**config.mk**
```make
export PLATFORM = sky130hd
export DESIGN_NAME = grid_path_to_heading_waypoints
export DESIGN_NICKNAME = d
export VERILOG_FILES = /design/src/hdl/gpw_pkg.sv /design/src/hdl/gpw_front.sv /design/src/hdl/gpw_queue.sv /design/src/hdl/gpw_back.sv /design/src/hdl/grid_path_to_heading_waypoints.sv
export SDC_FILE = /design/constraint.sdc
export NUM_CORES = 1
export LEC_CHECK = 0
export BUFFER_PORTS_ARGS = -buffer_cell sky130_fd_sc_hd__buf_2
export CORE_MARGIN = 2
export CORE_UTILIZATION = 59
export CTS_CLUSTER_SIZE = 14
export DETAILED_ROUTE_END_ITERATION = 8
export GPL_TIMING_DRIVEN = 0
export MAX_ROUTING_LAYER = met4
export PLACE_DENSITY = 0.75
export SYNTH_ARGS = -nofsm -noshare
export SYNTH_HDL_FRONTEND = slang
export SYNTH_SLANG_ARGS = --single-unit
```
**constraint.sdc**
```tcl
create_clock -name clk_i -period 16.1 [get_ports clk_i]
set_input_delay 0 -clock clk_i [delete_from_list [all_inputs] [get_ports clk_i]]
set_output_delay 0 -clock clk_i [all_outputs]
set_load 0.005 [all_outputs]
```
**src/hdl/gpw_pkg.sv**
```systemverilog
`default_nettype none

package gpw_pkg;

  localparam int COORD_W        = 10;
  localparam int TIME_W         = 16;
  localparam int CNT_W          = 16;
  localparam int TIME_BITS_DEF  = 16;
  localparam int QUEUE_DEPTH_DEF = 2;

  typedef enum logic [1:0] {
    HD_NORTH = 2'd0,
    HD_EAST  = 2'd1,
    HD_SOUTH = 2'd2,
    HD_WEST  = 2'd3
  } heading_e;

  typedef enum logic [1:0] {
    ST_OK           = 2'd0,
    ST_NOT_NEIGHBOR = 2'd1,
    ST_HALTED       = 2'd2
  } status_e;

  typedef struct packed {
    logic               path_start;
    logic [COORD_W-1:0] cell_x;
    logic [COORD_W-1:0] cell_y;
  } in_t;

  typedef struct packed {
    logic [COORD_W-1:0] way_x;
    logic [COORD_W-1:0] way_y;
    heading_e           heading;
    logic [TIME_W-1:0]  way_time;
    logic               is_turn;
    logic [CNT_W-1:0]   distinct_count;
    status_e            status;
    logic               last_of_run;
  } out_t;

  // One queued job: the move (or error) beat, optionally preceded by a turn beat
  typedef struct packed {
    status_e            status;
    logic               has_turn;
    heading_e           heading;
    logic [COORD_W-1:0] cur_x;
    logic [COORD_W-1:0] cur_y;
    logic [COORD_W-1:0] prev_x;
    logic [COORD_W-1:0] prev_y;
    logic [TIME_W-1:0]  now_time;
    logic [TIME_W-1:0]  prev_time;
    logic [CNT_W-1:0]   count;
  } job_t;

endpackage

`default_nettype wire

```
**src/hdl/gpw_front.sv**
```systemverilog
`default_nettype none

module gpw_front #(
  parameter int TIME_BITS = gpw_pkg::TIME_BITS_DEF
) (
  input  wire logic         clk_i,
  input  wire logic         rst_ni,
  input  wire logic         in_valid_i,
  output logic              in_stall_o,
  input  wire gpw_pkg::in_t in_data_i,
  output logic              push_o,
  output gpw_pkg::job_t     job_o,
  input  wire logic         full_i
);

  localparam int CW = gpw_pkg::COORD_W;
  localparam int NW = gpw_pkg::CNT_W;

  logic [CW-1:0]        last_x_q, last_x_d;
  logic [CW-1:0]        last_y_q, last_y_d;
  logic                 have_q, have_d;
  gpw_pkg::heading_e    hd_q, hd_d;
  logic [TIME_BITS-1:0] ltime_q, ltime_d;
  logic [TIME_BITS-1:0] step_q, step_d;
  logic [NW-1:0]        cnt_q, cnt_d;
  logic                 halted_q, halted_d;

  logic                 accept;
  logic                 start;
  logic [CW-1:0]        eff_lx, eff_ly, cx, cy;
  logic                 eff_have, eff_halt;
  gpw_pkg::heading_e    eff_hd, new_hd;
  logic [TIME_BITS-1:0] eff_ltime, eff_step, step_inc;
  logic [NW-1:0]        eff_cnt, cnt_inc;
  logic                 go_n, go_e, go_s, go_w, same;

  assign in_stall_o = full_i;
  assign accept     = in_valid_i && !full_i;
  assign start      = in_data_i.path_start;
  assign cx         = in_data_i.cell_x;
  assign cy         = in_data_i.cell_y;

  // A path start behaves as if the history were reset just before this beat
  always_comb begin
    eff_lx    = start ? '0 : last_x_q;
    eff_ly    = start ? '0 : last_y_q;
    eff_have  = start ? 1'b0 : have_q;
    eff_halt  = start ? 1'b0 : halted_q;
    eff_hd    = start ? gpw_pkg::HD_NORTH : hd_q;
    eff_ltime = start ? '0 : ltime_q;
    eff_step  = start ? '0 : step_q;
    eff_cnt   = start ? '0 : cnt_q;
    step_inc  = (eff_step == '1) ? eff_step : eff_step + 1'b1;
    cnt_inc   = (eff_cnt == '1) ? eff_cnt : eff_cnt + 1'b1;
  end

  // Neighbor tests one bit wider so the grid edge does not wrap
  always_comb begin
    same = (cx == eff_lx) && (cy == eff_ly);
    go_n = (cx == eff_lx) && ({1'b0, cy} == {1'b0, eff_ly} + 1'b1);
    go_e = (cy == eff_ly) && ({1'b0, cx} == {1'b0, eff_lx} + 1'b1);
    go_s = (cx == eff_lx) && ({1'b0, eff_ly} == {1'b0, cy} + 1'b1);
    go_w = (cy == eff_ly) && ({1'b0, eff_lx} == {1'b0, cx} + 1'b1);
    if (go_n) begin
      new_hd = gpw_pkg::HD_NORTH;
    end else if (go_e) begin
      new_hd = gpw_pkg::HD_EAST;
    end else if (go_s) begin
      new_hd = gpw_pkg::HD_SOUTH;
    end else begin
      new_hd = gpw_pkg::HD_WEST;
    end
  end

  always_comb begin
    last_x_d = eff_lx;
    last_y_d = eff_ly;
    have_d   = eff_have;
    hd_d     = eff_hd;
    ltime_d  = eff_ltime;
    step_d   = eff_step;
    cnt_d    = eff_cnt;
    halted_d = eff_halt;
    push_o   = 1'b0;

    job_o.status    = gpw_pkg::ST_OK;
    job_o.has_turn  = 1'b0;
    job_o.heading   = gpw_pkg::HD_NORTH;
    job_o.cur_x     = cx;
    job_o.cur_y     = cy;
    job_o.prev_x    = eff_lx;
    job_o.prev_y    = eff_ly;
    job_o.now_time  = '0;
    job_o.prev_time = gpw_pkg::TIME_W'(eff_ltime);
    job_o.count     = eff_cnt;

    if (eff_halt) begin
      push_o       = accept;
      job_o.status = gpw_pkg::ST_HALTED;
    end else if (!eff_have) begin
      push_o         = accept;
      job_o.heading  = gpw_pkg::HD_SOUTH;
      job_o.now_time = gpw_pkg::TIME_W'(eff_step);
      job_o.count    = cnt_inc;
      have_d         = 1'b1;
      hd_d           = gpw_pkg::HD_SOUTH;
      last_x_d       = cx;
      last_y_d       = cy;
      ltime_d        = eff_step;
      cnt_d          = cnt_inc;
      step_d         = step_inc;
    end else if (same) begin
      step_d = step_inc;
    end else if (!(go_n || go_e || go_s || go_w)) begin
      push_o       = accept;
      job_o.status = gpw_pkg::ST_NOT_NEIGHBOR;
      halted_d     = 1'b1;
    end else begin
      push_o         = accept;
      job_o.has_turn = (new_hd != eff_hd);
      job_o.heading  = new_hd;
      job_o.now_time = gpw_pkg::TIME_W'(eff_step);
      job_o.count    = cnt_inc;
      hd_d           = new_hd;
      last_x_d       = cx;
      last_y_d       = cy;
      ltime_d        = eff_step;
      cnt_d          = cnt_inc;
      step_d         = step_inc;
    end
  end

  always_ff @(posedge clk_i or negedge rst_ni) begin
    if (!rst_ni) begin
      last_x_q <= '0;
      last_y_q <= '0;
      have_q   <= 1'b0;
      hd_q     <= gpw_pkg::HD_NORTH;
      ltime_q  <= '0;
      step_q   <= '0;
      cnt_q    <= '0;
      halted_q <= 1'b0;
    end else if (accept) begin
      last_x_q <= last_x_d;
      last_y_q <= last_y_d;
      have_q   <= have_d;
      hd_q     <= hd_d;
      ltime_q  <= ltime_d;
      step_q   <= step_d;
      cnt_q    <= cnt_d;
      halted_q <= halted_d;
    end
  end

endmodule

`default_nettype wire

```
**src/hdl/gpw_queue.sv**
```systemverilog
`default_nettype none

module gpw_queue #(
  parameter int DEPTH = gpw_pkg::QUEUE_DEPTH_DEF
) (
  input  wire logic          clk_i,
  input  wire logic          rst_ni,
  input  wire logic          push_i,
  input  wire gpw_pkg::job_t push_data_i,
  output logic               full_o,
  output logic               valid_o,
  output gpw_pkg::job_t      head_o,
  input  wire logic          pop_i
);

  localparam int PW = (DEPTH > 1) ? $clog2(DEPTH) : 1;
  localparam int NW = $clog2(DEPTH + 1);

  gpw_pkg::job_t mem_q [DEPTH];
  logic [PW-1:0] wr_q, wr_d, rd_q, rd_d;
  logic [NW-1:0] cnt_q, cnt_d;
  logic          do_push, do_pop;

  assign full_o  = (cnt_q == NW'(DEPTH));
  assign valid_o = (cnt_q != '0);
  assign head_o  = mem_q[rd_q];
  assign do_push = push_i && !full_o;
  assign do_pop  = pop_i && valid_o;

  always_comb begin
    wr_d  = wr_q;
    rd_d  = rd_q;
    cnt_d = cnt_q;
    if (do_push) begin
      wr_d = (wr_q == PW'(DEPTH - 1)) ? '0 : wr_q + 1'b1;
    end
    if (do_pop) begin
      rd_d = (rd_q == PW'(DEPTH - 1)) ? '0 : rd_q + 1'b1;
    end
    if (do_push && !do_pop) begin
      cnt_d = cnt_q + 1'b1;
    end else if (do_pop && !do_push) begin
      cnt_d = cnt_q - 1'b1;
    end
  end

  always_ff @(posedge clk_i or negedge rst_ni) begin
    if (!rst_ni) begin
      wr_q  <= '0;
      rd_q  <= '0;
      cnt_q <= '0;
    end else begin
      wr_q  <= wr_d;
      rd_q  <= rd_d;
      cnt_q <= cnt_d;
    end
  end

  always_ff @(posedge clk_i) begin
    if (do_push) begin
      mem_q[wr_q] <= push_data_i;
    end
  end

endmodule

`default_nettype wire

```
**src/hdl/gpw_back.sv**
```systemverilog
`default_nettype none

module gpw_back (
  input  wire logic          clk_i,
  input  wire logic          rst_ni,
  input  wire logic          head_valid_i,
  input  wire gpw_pkg::job_t head_i,
  output logic               pop_o,
  output logic               out_valid_o,
  input  wire logic          out_stall_i,
  output gpw_pkg::out_t      out_data_o
);

  logic          out_valid_q, out_valid_d;
  logic          phase_q, phase_d;
  gpw_pkg::out_t out_data_q;
  gpw_pkg::out_t beat;
  logic          load, take, turn_beat;

  assign load      = !out_valid_q || !out_stall_i;
  assign take      = load && head_valid_i;
  assign turn_beat = head_i.has_turn && !phase_q;
  assign pop_o     = take && !turn_beat;

  always_comb begin
    beat.distinct_count = head_i.count;
    beat.heading        = head_i.heading;
    if (turn_beat) begin
      beat.way_x       = head_i.prev_x;
      beat.way_y       = head_i.prev_y;
      beat.way_time    = head_i.prev_time;
      beat.is_turn     = 1'b1;
      beat.status      = gpw_pkg::ST_OK;
      beat.last_of_run = 1'b0;
    end else begin
      beat.way_x       = head_i.cur_x;
      beat.way_y       = head_i.cur_y;
      beat.way_time    = head_i.now_time;
      beat.is_turn     = 1'b0;
      beat.status      = head_i.status;
      beat.last_of_run = 1'b1;
    end
  end

  always_comb begin
    out_valid_d = out_valid_q;
    phase_d     = phase_q;
    if (take) begin
      out_valid_d = 1'b1;
      phase_d     = turn_beat;
    end else if (load) begin
      out_valid_d = 1'b0;
    end
  end

  always_ff @(posedge clk_i or negedge rst_ni) begin
    if (!rst_ni) begin
      out_valid_q <= 1'b0;
      phase_q     <= 1'b0;
    end else begin
      out_valid_q <= out_valid_d;
      phase_q     <= phase_d;
    end
  end

  always_ff @(posedge clk_i) begin
    if (take) begin
      out_data_q <= beat;
    end
  end

  assign out_valid_o = out_valid_q;
  assign out_data_o  = out_data_q;

endmodule

`default_nettype wire

```
**src/hdl/grid_path_to_heading_waypoints.sv**
```systemverilog
// The first result beat is registered in the job queue and then in the output register
// before it is presented. A job queue decouples input from output.
// Throughput: one input per cycle when it yields one result, the output is not stalled
// and the queue is not full; a heading change yields a turn beat and a move beat, which
// share the single output register. Repeated cells yield nothing.
// Reset (async, active low) clears the path history, counters and the halt flag.
`default_nettype none

module grid_path_to_heading_waypoints #(
  parameter int TIME_BITS   = gpw_pkg::TIME_BITS_DEF,
  parameter int QUEUE_DEPTH = gpw_pkg::QUEUE_DEPTH_DEF
) (
  input  wire logic          clk_i,
  input  wire logic          rst_ni,
  input  wire logic          in_valid_i,
  output logic               in_stall_o,
  input  wire gpw_pkg::in_t  in_data_i,
  output logic               out_valid_o,
  input  wire logic          out_stall_i,
  output gpw_pkg::out_t      out_data_o
);

  logic          push, full, head_valid, pop;
  gpw_pkg::job_t push_job, head_job;

  gpw_front #(
    .TIME_BITS(TIME_BITS)
  ) u_front (
    .clk_i     (clk_i),
    .rst_ni    (rst_ni),
    .in_valid_i(in_valid_i),
    .in_stall_o(in_stall_o),
    .in_data_i (in_data_i),
    .push_o    (push),
    .job_o     (push_job),
    .full_i    (full)
  );

  gpw_queue #(
    .DEPTH(QUEUE_DEPTH)
  ) u_queue (
    .clk_i      (clk_i),
    .rst_ni     (rst_ni),
    .push_i     (push),
    .push_data_i(push_job),
    .full_o     (full),
    .valid_o    (head_valid),
    .head_o     (head_job),
    .pop_i      (pop)
  );

  gpw_back u_back (
    .clk_i       (clk_i),
    .rst_ni      (rst_ni),
    .head_valid_i(head_valid),
    .head_i      (head_job),
    .pop_o       (pop),
    .out_valid_o (out_valid_o),
    .out_stall_i (out_stall_i),
    .out_data_o  (out_data_o)
  );

`ifndef ASSERT_OFF
  a_turn_not_last: assert property (@(posedge clk_i) disable iff (!rst_ni)
    out_valid_o && !out_data_o.last_of_run |-> out_data_o.is_turn)
    else $error("non-final beat is not a turn");

  a_move_follows_turn: assert property (@(posedge clk_i) disable iff (!rst_ni)
    out_valid_o && !out_stall_i && !out_data_o.last_of_run |=> out_valid_o)
    else $error("move beat did not follow turn beat");

  a_error_is_last: assert property (@(posedge clk_i) disable iff (!rst_ni)
    out_valid_o && (out_data_o.status != gpw_pkg::ST_OK) |->
      out_data_o.last_of_run && !out_data_o.is_turn)
    else $error("error beat must be a single final beat");
`endif

endmodule

`default_nettype wire
```
# Yosys cells after proc, flatten, opt, wreduce, memory -nomap -nowiden
# Memories as Yosys holds them, arrays and structs flattened.
# Index checks and enable logic that the tools add are counted.
# word_totals
register_bits	136
ram_bits	186
input_bits	25
out_inout_bits	60
elab_cells	136
memories	1
# mem_list
memory	depth	width	read_ports	rd_clocked_by_memory_dff	wr	line_no	source
u_queue.mem_q	2	93	1	0	1	gpw_queue.sv:19	gpw_pkg::job_t mem_q [DEPTH];
# classes
n_addsub	10
n_eq_ne	10
n_mux	67
reduce_logical	27
# ops
operator	count
two-way mux 16 bit	21
two-way mux 10 bit	10
adder 10 x 1 -> 11 bit (second input constant)	4
== test 10 x 11 -> 1 bit	4
adder 16 x 1 -> 16 bit (second input constant)	2
== test 16 bit (second input constant)	2
two-way mux 2 bit	11
== test 10 bit	2
two-way mux 20 bit	1
two-way mux 1 bit	19
two-way mux 17 bit	1
logical AND 1 bit	13
two-way mux 3 bit	3
zero test 1 bit	7
nonzero test 2 bit	3
logical OR 1 bit	4
two-way mux 4 bit	1
adder 1 bit (second input constant)	2
adder 2 x 1 -> 2 bit (second input constant)	1
== test 2 bit (second input constant)	1
!= test 2 bit	1
subtractor 2 x 1 -> 2 bit (second input constant)	1

# Depth between registers and ports, before layout
# Gate-level depths: netlist of run 1.
# logic_depth
ltp_word	11
depth_mapped	19
mapped_depth_nobuf	13

# By module
# Synthesis of run 1 repeated with hierarchy kept, for this count alone.
# unflattened
hier_cells	1229
hier_area_um2	16005.4
# modules_own_cells
module	instances	cells_per_inst	area_per_inst_um2	seq_area_each_um2
gpw_queue	1	308	6920.4	5685.5
gpw_front	1	813	6645.1	1801.7
gpw_back	1	108	2439.8	1791.7

# Least setup slack after synthesis of run 1
# No wires, ideal clock.
# synth_timing
path_type	register to register
from	register u_front.last_x_q[9]
to	memory u_queue.mem_q[0][0] (netlist bit), enable pin
setup_time_ps	545
arrival_ps	5214
required_ps	15555
setup_slack_ps	10341
path_stages_with_launch	10
path_buffers	1
synth_period_minus_slack_ps	5759
cell_sequence	dfrtp_1 clkbuf_1 xnor2_1 a31oi_1 o32ai_1 nand2_1 nor3_1 nand2_1 nand2_1 nor2_1
# synth_between
elab_chain_len	9
# synth_rtl
item	line_no	source
from (decl)	gpw_front.sv:19	logic [CW-1:0] last_x_q, last_x_d;
from (signal assigned)	gpw_front.sv:144	last_x_q <= last_x_d;
two-way mux 10 bit	gpw_front.sv:45	eff_lx = start ? '0 : last_x_q;
== test 10 bit	gpw_front.sv:59	same = (cx == eff_lx) && (cy == eff_ly);
logical AND 1 bit	gpw_front.sv:59	
two-way mux 1 bit	gpw_front.sv:112	end else if (same) begin
two-way mux 1 bit	gpw_front.sv:100	end else if (!eff_have) begin
two-way mux 1 bit	gpw_front.sv:97	if (eff_halt) begin
logical AND 1 bit	gpw_queue.sv:27	assign do_push = push_i && !full_o;
two-way mux 1 bit	gpw_queue.sv:60	if (do_push) begin
two-way mux 1 bit (implied by the code)	gpw_queue.sv:61	mem_q[wr_q] <= push_data_i;
to (decl)	gpw_queue.sv:19	
# No other way between the ends.

==> impl_metrics.toml, run 1 <==
[synthesis]
synth_common_cells = "edfxtp_1, dfrtp_1, nand2_1, nor2_1, clkbuf_1"
ys_seq_elements = 322
synthCells = 1130
synth.most_common_cell = "edfxtp_1"
async_reset_ff_share_pct = 24.22
synth_area_leader_cell = "edfxtp_1"
synth_top_area_share_pct = 48.71
ys_types = 83
ys.flop_type = "edfxtp_1"
ys.warnings.count = 0
synth_edf_count = 244
syn_area_per_cell_um2 = 13.31
synth_nets = 1162
ys_seq_area_share_pct = 61.69
yosys-top-cells-area = "edfxtp_1, dfrtp_1, mux4_2, mux2_2, xnor2_1"
synth_area_um2 = 15040

[detailed_routing]
drt.antenna.violating_nets = 0
drc = 0
wl_um = 35490
drt-initial-drc-count = 1115
drt_pre_antenna_iters = 5
wl_per_cell_um = 21.69
vias = 10280
viasPerCell = 6.286

[clock_network]
insertion_delay_ns = 0.51
cts.sink_count = 322
cts_root_buf = "clkbuf_16"
clockBufferDepth = 3
cts_max_level = 2
post_cts_resized = 0
path_clk_slew_ns = 0.06
cts_buffers = 34
cts_tree = "done"

[final_layout]
diodes = 0
area_growth_pct = 15.34
final_core_util_pct = 69.10
fill_cells = 1846
drive_gt1_share_pct = 19.14
fin_nets = 1313

[die]
pin_count = 85
die_height_um = 163.7
start_util_pct = 59.91
num_rows = 58
dieArea_um2 = 26790
die_width_um = 163.7
core-area_um2 = 25110

[setup_path]
r2r_start = "u_front.last_y_q[1]"
startpoint = "in_data_i[20]"
rr_worst_depth = 12
crit_type = "primary input to flip-flop"
cp-end-kind = "flip-flop"
cp_max_fo = 10
cp-start-kind = "primary input"
critPathArrivalTime_ns = 6.68
worst_path_largest_cell_delay_ns = 0.63
critPathSlowestCell = "clkbuf_1"
critPathRequiredTime_ns = 16.54
r2r_slack_ns = 11.57
cp_cell_sequence = "dlygate4sd3_1 -> buf_2 -> buf_2 -> buf_2 -> buf_2 -> clkbuf_1 -> clkbuf_1 -> clkbuf_1 -> nor2b_1 -> ha_1 -> xnor2_1 -> o21ai_0 -> a21oi_1 -> or4b_1 -> a2bb2oi_2 -> nand3_1 -> nand2_2 -> clkbuf_1 -> a22o_1"

[grt]
grt_usage_pct = 28.03
grt_max_degree = 66
grt-ovfl-total = 0
grt_pass1_vias = 9988
antenna_found_initial = 0
grt_pass1_wl_um = 56010

[sta]
finalSetupViolCount = 0
finalHoldViolations = 0
worst_pin_slew_ns = 1.198
fmax_mhz = 160.3
relSlewSlack_pct = 20.16
drv_slew = 0
layout_setup_ws_ns = 9.862
fin_crit_sh_pct = 38.75
skew_ns = 0.01430
period_needed_ns = 6.238
rsz0062_at_grt = "false"
timing.setup.tns_ns = 0

[power]
ir_worst_vdd_mv = 0.1016
p_leak_uw = 0.006369
power_density_nw_per_um2 = 166.2

[worst_hold_path]
hp-class = "primary input to asynchronous set/reset pin"

[placed_design]
dp_slack_ns = 10.10
numPortBuffers = 84
place.gp.congestion = 0.9546
place_hpwl_um = 23960

[job]
cap_viol_max_count = 0

[status]
outcome = "completed"
cells in the final DEF, fill, tap and decap left out, types with 12 or more instances in the layout:
cell,netlist,final
edfxtp_1,244,244
buf_2,21,104
dfrtp_1,78,78
nand2_1,71,71
nor2_1,68,67
clkbuf_1,56,65
nor2b_1,47,47
nand3_1,40,40
xnor2_1,39,39
mux2_2,38,38
mux4_2,36,36
clkbuf_16,0,35
o21ai_0,33,33
and3_1,29,29
dlygate4sd3_1,0,24
xor2_1,23,23
a21oi_1,23,22
nand4_1,18,18
inv_1,17,17
nor3_1,17,17
a31oi_1,15,15
a22o_1,14,14
o211ai_1,12,12
metal layers:
layer  vias up  part of all wire (%)  GRT usage [%]
met4         0                   2.4          8.533
met2       480                    48          43.33
met1      5097                    43          39.41
li1       4635                     -              -
met3        72                   6.4          3.606
met5         -                     0              -
state kept, by name, indices dropped and copies added (netlist names):
signal and cells:
u_front.last_y_q 10, u_queue.rd_q 1, u_queue.cnt_q 2, u_front.halted_q 1
u_front.ltime_q 16, u_front.have_q 1, u_front.hd_q 2, u_back.out_data_o 58
u_queue.wr_q 1, u_front.step_q 16, u_front.cnt_q 16, u_back.phase_q 1
u_queue.mem_q 186, u_back.out_valid_o 1, u_front.last_x_q 10
area by class of cell:
| type | count | area (um^2) | share of cell area, % |
|---|---|---|---|
| Buffer | 82 | 345.3 | 1.990 |
| Clock buffer | 49 | 978.4 | 5.640 |
| Clock inverter | 12 | 68.82 | 0.3967 |
| Inverter | 18 | 67.56 | 0.3894 |
| Multi-Input combinational cell | 708 | 5371 | 30.96 |
| Sequential cell | 322 | 9279 | 53.48 |
| Tap cell | 330 | 412.9 | 2.380 |
| Timing Repair Buffer | 115 | 825.8 | 4.760 |
critical path, delay by kind of cell:
kind                     cells  cell delay [ns]
buffers and inverters        9             3.93
AND/OR/NAND/NOR              4             1.21
adder cells (fa/ha/maj)      1             0.32
XOR/XNOR                     1             0.19
AO/OA/AOI/OAI                4             1.02
worst paths after layout:
| kind | endpoint |
|---|---|
| min in group clk_i | u_front.cnt_q[13] |
| setup reg to reg | u_queue.mem_q[1][12] |
| hold reg to reg | u_front.step_q[1] |
| hold / removal | u_front.last_x_q[4] |
| max in group asynchronous | u_front.last_y_q[5] |
| setup / recovery | u_front.ltime_q[10] |
where the power goes:
| group | internal, uW | total, uW | switching (uW) |
|---|---|---|---|
| sequential | 1200 | 1280 | 81.9 |
| clock | 424 | 735 | 311 |
| combinational | 372 | 866 | 494 |
kinds of logic (layout without fill, tap and decap cells):
logic type	Yosys count	count (layout)	synth area share, %
xor gates and xnor gates	65	65	4.059
muxes	85	85	8.967
buffers and inverters	100	276	2.745
adders and majority gates	7	7	0.5822
and+or+nand+nor	384	384	13.95
AOI/OAI and AO/OA	167	167	8.011
DFF	322	322	61.69
through the flow:
step | instances | instance area [um^2] | total power, uW | hold WS (ns)
final | 1636 | 17350 | 2884 | 0.02805
after global routing | 1636 | 17350 | 3022 | 0.05669
after CTS | 1636 | 17350 | 2902 | 0.05852
after detailed placement | 1551 | 16060 | 2155 | -0.1092
after global placement | 1544 | 15880 | 2120 | 0.2063
after floorplan | 1130 | 15040 | 1857 | -0.2956
what timing repair did:
| action | CTS | global route |
|---|---|---|
| buffers inserted | 0 | 0 |
| hold endpoints to repair | 131 | 0 |
| hold buffers | 24 | 0 |
| endpoints found under the setup margin | 0 | 0 |
Power figures use the tool's default switching activity.
==> run 2, diff against run 1 <==
- clock period: 16.1 -> 6.12 ns (I/O delays scaled with it)
==> impl_metrics.toml, run 2 (synthesis results as in run 1) <==
[status]
outcome = "completed"

[final_layout]
final_cells = 1637
final_area_um2 = 17350
top_register = "u_queue.mem_q"
drive_gt1_share_pct = 19.22
final_cell_mix = "edfxtp_1, buf_2, dfrtp_1"
mostFrequentLayoutCell = "edfxtp_1"
area_growth_pct = 15.36
largest_reg_flops = 186
fin_nets = 1313

[power]
ir_worst_vdd_mv = 0.2673
power_density_nw_per_um2 = 437.3
p_leak_uw = 0.006372

[placed_design]
place_hpwl_um = 23960
numPortBuffers = 84
dp_slack_ns = 0.1176
placed_area_um2 = 16060
place.gp.congestion = 0.9546
dpl.cell_count = 1551

[setup_path]
reg2reg_to = "u_queue.mem_q[1][12]"
critPathRequiredTime_ns = 6.31
critPathArrivalTime_ns = 6.12
cp_max_fo = 10
startpoint = "in_data_i[20]"
r2r_slack_ns = 1.60
r2r_start = "u_front.last_y_q[1]"
rr_worst_depth = 12
cp-end-kind = "flip-flop"
cp-endpoint = "u_queue.mem_q[1][12]"
crit_type = "primary input to flip-flop"
cp-start-kind = "primary input"

[sta]
drv_slew = 0
fmax_mhz = 168.8
period_needed_ns = 5.923
fin_crit_sh_pct = 96.78
skew_ns = 0.01349
worst_pin_slew_ns = 1.186
timing.setup.tns_ns = 0
relSlewSlack_pct = 20.90
whs_ns = 0.01652
layout_setup_ws_ns = 0.1972
finalHoldViolations = 0
finalSetupViolCount = 0

[die]
start_util_pct = 59.91
die_width_um = 163.7
num_rows = 58
pin_count = 85
die_height_um = 163.7
core-area_um2 = 25110
dieArea_um2 = 26790

[grt]
grt-ovfl-total = 0
grt_pass1_vias = 9988
antenna_found_initial = 0
grt_max_degree = 66
grt_usage_pct = 28.03
grt_pass1_wl_um = 56010

[clock_network]
cts_buffers = 34
cts_root_buf = "clkbuf_16"
insertion_delay_ns = 0.51
clockBufferDepth = 3
cts.sink_count = 322
cts_tree = "done"
cts_max_level = 2
post_cts_buffers = 0
path_clk_slew_ns = 0.06

[worst_hold_path]
hp-class = "primary input to asynchronous set/reset pin"

[detailed_routing]
vias = 10250
wl_per_cell_um = 21.74
viasPerCell = 6.260
wl_um = 35590
drc = 0
drt_pre_antenna_iters = 5
drt.antenna.violating_nets = 0
drt-initial-drc-count = 1178

[job]
cap_viol_max_count = 0
## run 2: cell types whose count changed in the layout (fill, tap and decap cells not counted)
cell,before,now
clkbuf_2,0,1
diode_2,0,1
clkbuf_1,65,64
## run 2: cell type report
| class | count | area [um^2] |
|---|---|---|
| Fill cell | 1846 | 7756 |
| Clock inverter | 12 | 68.82 |
| Clock buffer | 49 | 978.4 |
| Tap cell | 330 | 412.9 |
| Inverter | 18 | 67.56 |
| Timing Repair Buffer | 115 | 825.8 |
| Antenna cell | 1 | 2.502 |
| Buffer | 82 | 346.6 |
| Sequential cell | 322 | 9279 |
| Multi-Input combinational cell | 708 | 5371 |
## run 2: timing repair
action,4_1_cts,5_1_grt
hold buffers,24,0
endpoints found under the setup margin,0,29
hold endpoints to repair,131,0
gates resized for setup,0,2
## run 2: metrics by stage
stage / util, % / total power (uW)
finish: 69.11 / 7588
global route: 69.10 / 7951
CTS: 69.10 / 7633
detailed placement: 63.97 / 5669
global placement: 63.22 / 5576
floorplan: - / 4884
## run 2: report_power, final
group	leakage (uW)	internal [uW]	switching [uW]	total (uW)
Combinational	0.00252	979	1300	2280
Sequential	0.00334	3160	216	3380
Clock	0.000511	1120	819	1930
## run 2: worst max-delay path, cell delays in order
cell and delay [ns]:
dlygate4sd3_1 0.53, buf_2 0.15, buf_2 0.28, buf_2 0.36, buf_2 0.31, clkbuf_1 0.59
clkbuf_1 0.49, clkbuf_2 0.42, nor2b_1 0.16, ha_1 0.29, xnor2_1 0.16, o21ai_0 0.19
a21oi_1 0.14, or4b_1 0.58, a2bb2oi_2 0.22, a31oi_2 0.38, clkbuf_1 0.57, a41oi_1 0.29
## run 2: metal layers
| layer | global-route usage, % | vias to the layer above | wire (um) |
|---|---|---|---|
| met3 | 3.606 | 75 | 2043 |
| li1 | - | 4636 | - |
| met2 | 43.33 | 419 | 17000 |
| met5 | - | - | 0 |
| met1 | 39.41 | 5117 | 15640 |
| met4 | 8.533 | 0 | 902 |
## run 2: how the worst min path moves through the flow
| stage | cells past startpoint | end | start |
|---|---|---|---|
| after global placement | 3 | u_back.out_valid_o | out_stall_i |
| after global routing | 3 | u_front.last_x_q[4] | rst_ni |
| after CTS | 3 | u_front.last_x_q[4] | rst_ni |
| after detailed placement | 1 | u_front.last_x_q[7] | rst_ni |
| final | 3 | u_front.last_x_q[4] | rst_ni |
| after floorplan | 0 | u_back.out_valid_o | rst_ni |
